`config.mk`:
```
export PLATFORM = sky130hd
export DESIGN_NAME = clvc_front
export DESIGN_NICKNAME = d
export VERILOG_FILES = /design/src/rtl/core/clvc_pkg.sv /design/src/rtl/core/clvc_front.sv
export SDC_FILE = /design/constraint.sdc
export NUM_CORES = 1
export LEC_CHECK = 0
export BUFFER_PORTS_ARGS = -buffer_cell sky130_fd_sc_hd__buf_4
export CORE_MARGIN = 2
export CORE_UTILIZATION = 38
export DETAILED_ROUTE_END_ITERATION = 8
export GPL_TIMING_DRIVEN = 0
export PLACE_DENSITY = 0.69
export SYNTH_ARGS = -nofsm -noshare
export SYNTH_HDL_FRONTEND = slang
export SYNTH_SLANG_ARGS = --single-unit
```
`constraint.sdc`:
```
create_clock -name clock -period 8.08 [get_ports clock]
set_clock_uncertainty 0.05 [all_clocks]
set_input_delay 1.212 -clock clock [delete_from_list [all_inputs] [get_ports clock]]
set_output_delay 1.212 -clock clock [all_outputs]
set_load 0.02 [all_outputs]
```
`src/rtl/core/clvc_pkg.sv`:
```
// Package of the credit link controller: types, codes, constants, helpers.
// Used by every module of the block but clvc_ram; depends on nothing.
package clvc_pkg;

   // Defaults of the top-level parameters.
   localparam int NUM_VN_DEFAULT      = 8;
   localparam int QUEUE_DEPTH_DEFAULT = 16;
   localparam int TAG_WIDTH_DEFAULT   = 16;

   // Fixed field widths.
   localparam int FLIT_W    = 12;
   localparam int NV_W      = 5;
   localparam int FB_W      = 11;
   localparam int SIZE_W    = 16;
   localparam int TAG_W     = 16;
   localparam int CSR_W     = 12;
   localparam int CSR_IDX_W = 2;
   localparam int FQ_DEPTH  = 2;

   localparam logic [FLIT_W-1:0] CMAX      = 12'hFFF;
   localparam logic [FLIT_W-1:0] OBF_RESET = 12'd1024;
   localparam logic [FB_W-1:0]   FB_RESET  = 11'd64;
   localparam logic [3:0]        VNS_RESET = 4'd8;

   // Event codes.
   localparam logic [2:0] ACT_SEND  = 3'd0;
   localparam logic [2:0] ACT_QUERY = 3'd1;
   localparam logic [2:0] ACT_RECV  = 3'd2;
   localparam logic [2:0] ACT_RCRED = 3'd3;
   localparam logic [2:0] ACT_RDATA = 3'd4;
   localparam logic [2:0] ACT_TICK  = 3'd5;

   // Configuration register indexes.
   localparam logic [CSR_IDX_W-1:0] REG_FLIT_BITS     = 2'd0;
   localparam logic [CSR_IDX_W-1:0] REG_VNS_IN_USE    = 2'd1;
   localparam logic [CSR_IDX_W-1:0] REG_OUT_BUF_FLITS = 2'd2;

   typedef struct packed {
      logic [2:0]        action;
      logic [2:0]        vn;
      logic [SIZE_W-1:0] size_bits;
      logic [FLIT_W-1:0] size_flits;
      logic [FLIT_W-1:0] credit_count;
      logic [TAG_W-1:0]  packet_tag;
   } req_payload_type;

   typedef struct packed {
      logic              ok;
      logic [2:0]        out_vn;
      logic [TAG_W-1:0]  out_tag;
      logic [FLIT_W-1:0] out_flits;
      logic [FLIT_W-1:0] credit_return;
   } rsp_payload_type;

   // A classified event as it waits between front and back.
   typedef struct packed {
      logic [2:0]        action;
      logic [2:0]        vn;
      logic              vn_ok;
      logic [SIZE_W-1:0] size_bits;
      logic [FLIT_W-1:0] size_flits;
      logic [FLIT_W-1:0] credit_count;
      logic [TAG_W-1:0]  packet_tag;
   } item_type;

   // Head of the event queue as the back end sees it.
   typedef struct packed {
      logic     valid;
      item_type item;
   } fq_type;

   // Decoded configuration.
   typedef struct packed {
      logic [FB_W-1:0]   fb;
      logic [NV_W-1:0]   nv;
      logic [FLIT_W-1:0] obf;
      logic              reload;
   } cfg_type;

   // Counter add that sticks at the maximum.
   function automatic logic [FLIT_W-1:0] sat_add(input logic [FLIT_W-1:0] a,
                                                 input logic [FLIT_W-1:0] b);
      logic [FLIT_W:0] s;
      s = {1'b0, a} + {1'b0, b};
      return s[FLIT_W] ? CMAX : s[FLIT_W-1:0];
   endfunction

endpackage

```
`src/rtl/core/clvc_front.sv`:
```
// Front end of the credit link controller: takes events, checks the VN,
// and holds them in a two-entry queue for the back end. Uses clvc_pkg.
module clvc_front import clvc_pkg::*; (
   input  logic            clock,
   input  logic            reset,
   input  logic            start,
   output logic            busy,
   input  req_payload_type req,
   input  logic [NV_W-1:0] nv,
   output fq_type          fq,
   input  logic            pop
);

   localparam int FQ_PW = $clog2(FQ_DEPTH);
   localparam int FQ_CW = $clog2(FQ_DEPTH + 1);

   item_type           q_ff [FQ_DEPTH];
   logic [FQ_PW-1:0]   wr_ff, wr_in;
   logic [FQ_PW-1:0]   rd_ff, rd_in;
   logic [FQ_CW-1:0]   cnt_ff, cnt_in;
   logic               push;
   logic               do_pop;
   item_type           cls;

   // Classify the incoming event.
   always_comb begin
      cls.action       = req.action;
      cls.vn           = req.vn;
      cls.vn_ok        = (NV_W'(req.vn) < nv);
      cls.size_bits    = req.size_bits;
      cls.size_flits   = req.size_flits;
      cls.credit_count = req.credit_count;
      cls.packet_tag   = req.packet_tag;
   end

   assign busy   = (cnt_ff == FQ_CW'(FQ_DEPTH));
   assign push   = start && !busy;
   assign do_pop = pop && (cnt_ff != '0);

   // Queue pointers and fill count.
   always_comb begin
      wr_in  = wr_ff;
      rd_in  = rd_ff;
      cnt_in = cnt_ff;
      if (push) begin
         wr_in = (wr_ff == FQ_PW'(FQ_DEPTH - 1)) ? '0 : wr_ff + 1'b1;
      end
      if (do_pop) begin
         rd_in = (rd_ff == FQ_PW'(FQ_DEPTH - 1)) ? '0 : rd_ff + 1'b1;
      end
      if (push && !do_pop) begin
         cnt_in = cnt_ff + 1'b1;
      end else if (do_pop && !push) begin
         cnt_in = cnt_ff - 1'b1;
      end
   end

   always_ff @(posedge clock) begin
      if (reset) begin
         wr_ff  <= '0;
         rd_ff  <= '0;
         cnt_ff <= '0;
      end else begin
         wr_ff  <= wr_in;
         rd_ff  <= rd_in;
         cnt_ff <= cnt_in;
      end
   end

   // Queue storage.
   always_ff @(posedge clock) begin
      if (push) begin
         q_ff[wr_ff] <= cls;
      end
   end

   assign fq.valid = (cnt_ff != '0);
   assign fq.item  = q_ff[rd_ff];

endmodule

```
=== Word level (Yosys, flattened, before mapping) ===
Memory sizes are Yosys's and may differ from the RTL's. A register that Yosys moved wholly into a read port is not among the register bits.
Cells that the tools add are included.

* Flip-flop bits (word level): 4
* Output and inout bits: 65
* Input port bits: 71
* Word-level logic and storage cells: 27
* Memory bits (writable): 126
* Memories: 1

* Equality and inequality tests: 1
* Muxes and demuxes: 8
* Add/subtract/negate cells: 4
* $lt $le $gt $ge: 1
* Reduce and logical (&&, ||, !) cells: 9

{| class="wikitable"
|+ Memories
! name !! depth !! width !! rd ports !! clocked after Yosys merged registers in !! write ports !! line !! text
|-
| q_ff || 2 || 63 || 1 || 1 || 1 || clvc_front.sv:17 || <nowiki>item_type q_ff [FQ_DEPTH];</nowiki>
|}

{| class="wikitable"
|+ Operator list
! kind !! number
|-
| 2-to-1 mux 1 bit || 6
|-
| < comparator 3 x 5 -> 1 bit || 1
|-
| logical AND 1 bit || 4
|-
| 2-to-1 mux 2 bit || 2
|-
| nonzero test 2 bit || 2
|-
| logical NOT 1 bit || 3
|-
| adder 1 bit, second input constant || 2
|-
| adder 2 x 1 -> 2 bit, second input constant || 1
|-
| == test 2 bit, second input constant || 1
|-
| subtractor 2 x 1 -> 2 bit, second input constant || 1
|}

=== Logic depth before layout (Yosys ltp) ===
* Word-level depth: 7
* Depth in mapped cells: 6
* Gate-level depth less buffers: 6

=== Worst setup path after synthesis ===
No wires, ideal clock.

* Kind: input -> register
* From: input port start
* To: memory q_ff[1][0] in the netlist's numbering (enable)
* Library setup time: 0.428 ns
* Arrival: 2.886 ns
* Path buffers: 0
* Stages on the path: 3
* Data required time: 7.602 ns
* Slack: 4.716 ns
* Cells stage by stage: inv_1 nor2_1 and2_1

* Longest elaborated chain between the ends: 3

{| class="wikitable"
|+ RTL lines
! item !! line !! text
|-
| start: declaration || clvc_front.sv:6 || <nowiki>input logic start,</nowiki>
|-
| logical AND 1 bit || clvc_front.sv:37 || <nowiki>assign push = start && !busy;</nowiki>
|-
| via push || clvc_front.sv:21 || <nowiki>logic push;</nowiki>
|-
| 2-to-1 mux 1 bit || clvc_front.sv:72 || <nowiki>if (push) begin</nowiki>
|-
| 2-to-1 mux 1 bit (not written as such) || clvc_front.sv:73 || <nowiki>q_ff[wr_ff] <= cls;</nowiki>
|-
| end: declaration || clvc_front.sv:17 ||
|}

The timed path passes the listed nets, and every way through them passes these cells.

==> results.md <==
* Dpl hpwl at 5640 µm
* CTS clock-pin slew for the worst setup and hold paths at 0.05 ns
* Initial antenna violation count at 0
* Multiplexer area fraction after synthesis at 14.8%
* Crit. End Element: primary output
* CP Class: flip-flop to primary output
* Complex-gate fraction of the synthesized area at 0.677%
* Pins Over Slew Limit at 0
* Leakage at 2.47 nW
* Clock power share at 30.0%
* Final min period at 3.01 ns
* Syn Nets at 303
* DRC at 0
* Fraction of layout cells with a size suffix above 1 at 59.6%
* Combinational share of power at 28.8%
* Status: complete, no violations
* Hold Vio Cnt, Final at 0
* # port buffers at 135
* Largest net degree at the start of global routing at 64
* Pwr Density at 326 mW/mm²
* Max-slew headroom at 41.6%
* # setup viols final at 0
* Tightest Pin Transition at 0.876 ns
* Hold Crit Class: flip-flop to flip-flop
* Maximum vdd drop at 284 µV
* Setup TNS at 0 ns
* Net count, final at 457
* Iteration-0 DRC Markers at 106
* Skew-Pair Late Insertion Delay at 0.40 ns
* Post-route ant nets at 0
* Synth Register Bits at 131
* Crit-path max FO at 10
* Switch Pwr at 0.000611 W
* Initial core utilization at 38.6%
* Flop pwr share at 41.2%
* Wirelength, routed at 8660 µm
* Synth unique cells at 17
* IO Pins at 136
* Commonest non-fill, non-tap cell in the layout: buf_4
* MaxCap Viol Count at 0
* Clock sinks at 131
* Main combinational cell family by area after synthesis: multiplexers
* CTS Buf Count at 17
* Mapped cell area at 0.00481 mm²
* Die width at 116 µm
* Avg Vias per Cell at 4.42
* Post-CTS Resized at 0
* RSZ-0062 raised after global routing: false
* Pre-antenna DRT Iters at 4
* Post-CTS Setup Bufs at 0
* First-pass GRT wire length at 13200 µm
* Htree depth at 4
* Simple logic cell fraction of the synthesized area at 1.38%
* Vias in the first global route at 2728
* Clock buffer depth at 2
* Post-DP Area at 0.00604 mm²
* Final period util at 37.2%
* Hold-fix buffers, CTS at 0
* Reg2reg setup slack at 6.08 ns
* Fill cells at 1071
* Synth warnings at 0
* Worst Setup Start Kind: flip-flop
* Routability cong. at 0.648
* Mean Syn Cell Area at 21.0 µm²
* Worst path required time at 6.82 ns
* Max Freq at 333 MHz
* Fin area at 0.00654 mm²
* Post-Synthesis Cells at 229
* Routed WL per cell at 15.3 µm
* Core Box Area at 0.0125 mm²
* Core Rows at 41
* Multi-input gate area at 875 µm²
* Adder-Cell Fraction of Synth Area at 0.781%
* TritonCTS clock tree: built
* Total die area at 0.0136 mm²
* CTS root buf: clkbuf_16
* Sequential area share after synthesis at 80.8%
* Antenna diodes at 0
* Arrival @ worst endpoint at 1.74 ns
* Die Y at 116 µm
* Sw frac at 28.7%
* DR vias at 2511
* Seq. cell area at 0.00388 mm²
* Grt total ovfl at 0
* Commonest cells after routing, fill and taps aside: 135 x buf_4, 126 x edfxtp_1, 63 x mux2_2
* Area grow syn2layout at 36.1%
* Global Route Usage Sum at 13.5%
* P_int at 0.00152 W
* Post-synthesis xor/xnor area fraction at 0.547%
## kinds of logic (layout without fill, tap and decap cells)
| family | count (synthesis) | after routing |
|---|---|---|
| buf+inv | 11 | 178 |
| xor+xnor | 3 | 3 |
| mux | 63 | 63 |
| compound gates | 6 | 6 |
| simple gates | 12 | 12 |
| flops | 131 | 131 |
| fa+ha+maj | 3 | 3 |
## power groups by stage
stage                     clock [W]  sequential [W]  combinational, W
after floorplan                   0        0.000888          0.000378
after global placement            0        0.000894          0.000617
after detailed placement          0        0.000893          0.000624
after CTS                  0.000659        0.000879          0.000627
after global routing       0.000689        0.000887          0.000662
final                      0.000639        0.000878          0.000613
## synth_stat cells (all sizes together)
cell type	count	area (µm²)
a211oi	1	7.51
a21oi	2	10.0
and2	1	6.26
buf	7	35.0
dfxtp	5	100
edfxtp	126	3780
ha	3	37.5
inv	4	15.0
mux2	63	709
nand2b	1	6.26
nor2	5	18.8
nor2b	1	8.76
o21ai	3	15.0
or2	1	6.26
or3	2	12.5
or4	1	7.51
xor2	3	26.3
## critical path, stage by stage, from the launching register on
cell,delay [ns]
dfxtp_1,0.30
buf_2,0.20
buf_2,0.30
mux2_2,0.38
buf_4,0.16
## through the flow
stage               power, W  hold WS, ns  util [%]  instances  setup slack (ns)
finish               0.00213        0.443      52.5        568              5.07
CTS                  0.00217        0.452      52.5        568              5.00
detailed placement   0.00152        0.445      48.4        536              5.21
floorplan            0.00127        0.402         -        229              4.72
global placement     0.00151        0.412      48.4        536              3.72
global route         0.00224        0.466      52.5        568              4.92
## final timing paths
path / end / start / depth (start not counted)
setup / recovery: fq[2] / flip-flop / 4
hold / removal: wr_ff / wr_ff / 2
setup reg to reg: q_ff[0][43] / cnt_ff[0] / 3
hold reg to reg: wr_ff / wr_ff / 2
## metal layers
| metal | up-vias | track usage (%) | routed length, µm |
|---|---|---|---|
| met1 | 1210 | 14.9 | 3390 |
| met2 | 84 | 22.8 | 4490 |
| met3 | 11 | 5.55 | 660 |
| met4 | 0 | 6.67 | 120 |
| li1 | 1206 | - | - |
| met5 | - | 0 | 0 |
## sequential cells by signal (all words and copies together) (netlist names), named ones only
signal  cells
rd_ff       1
wr_ff       1
cnt_ff      2
q_ff      126
## cell type report
class	instances	share of cell area, %
inverter	4	0.268
clock inverter	14	1.11
buffer	7	0.536
tap	172	3.29
timing repair buffer	135	15.5
multi-input combinational	87	13.4
sequential	131	59.4
clock buffer	18	6.56
(Power assumes the default switching activity.)
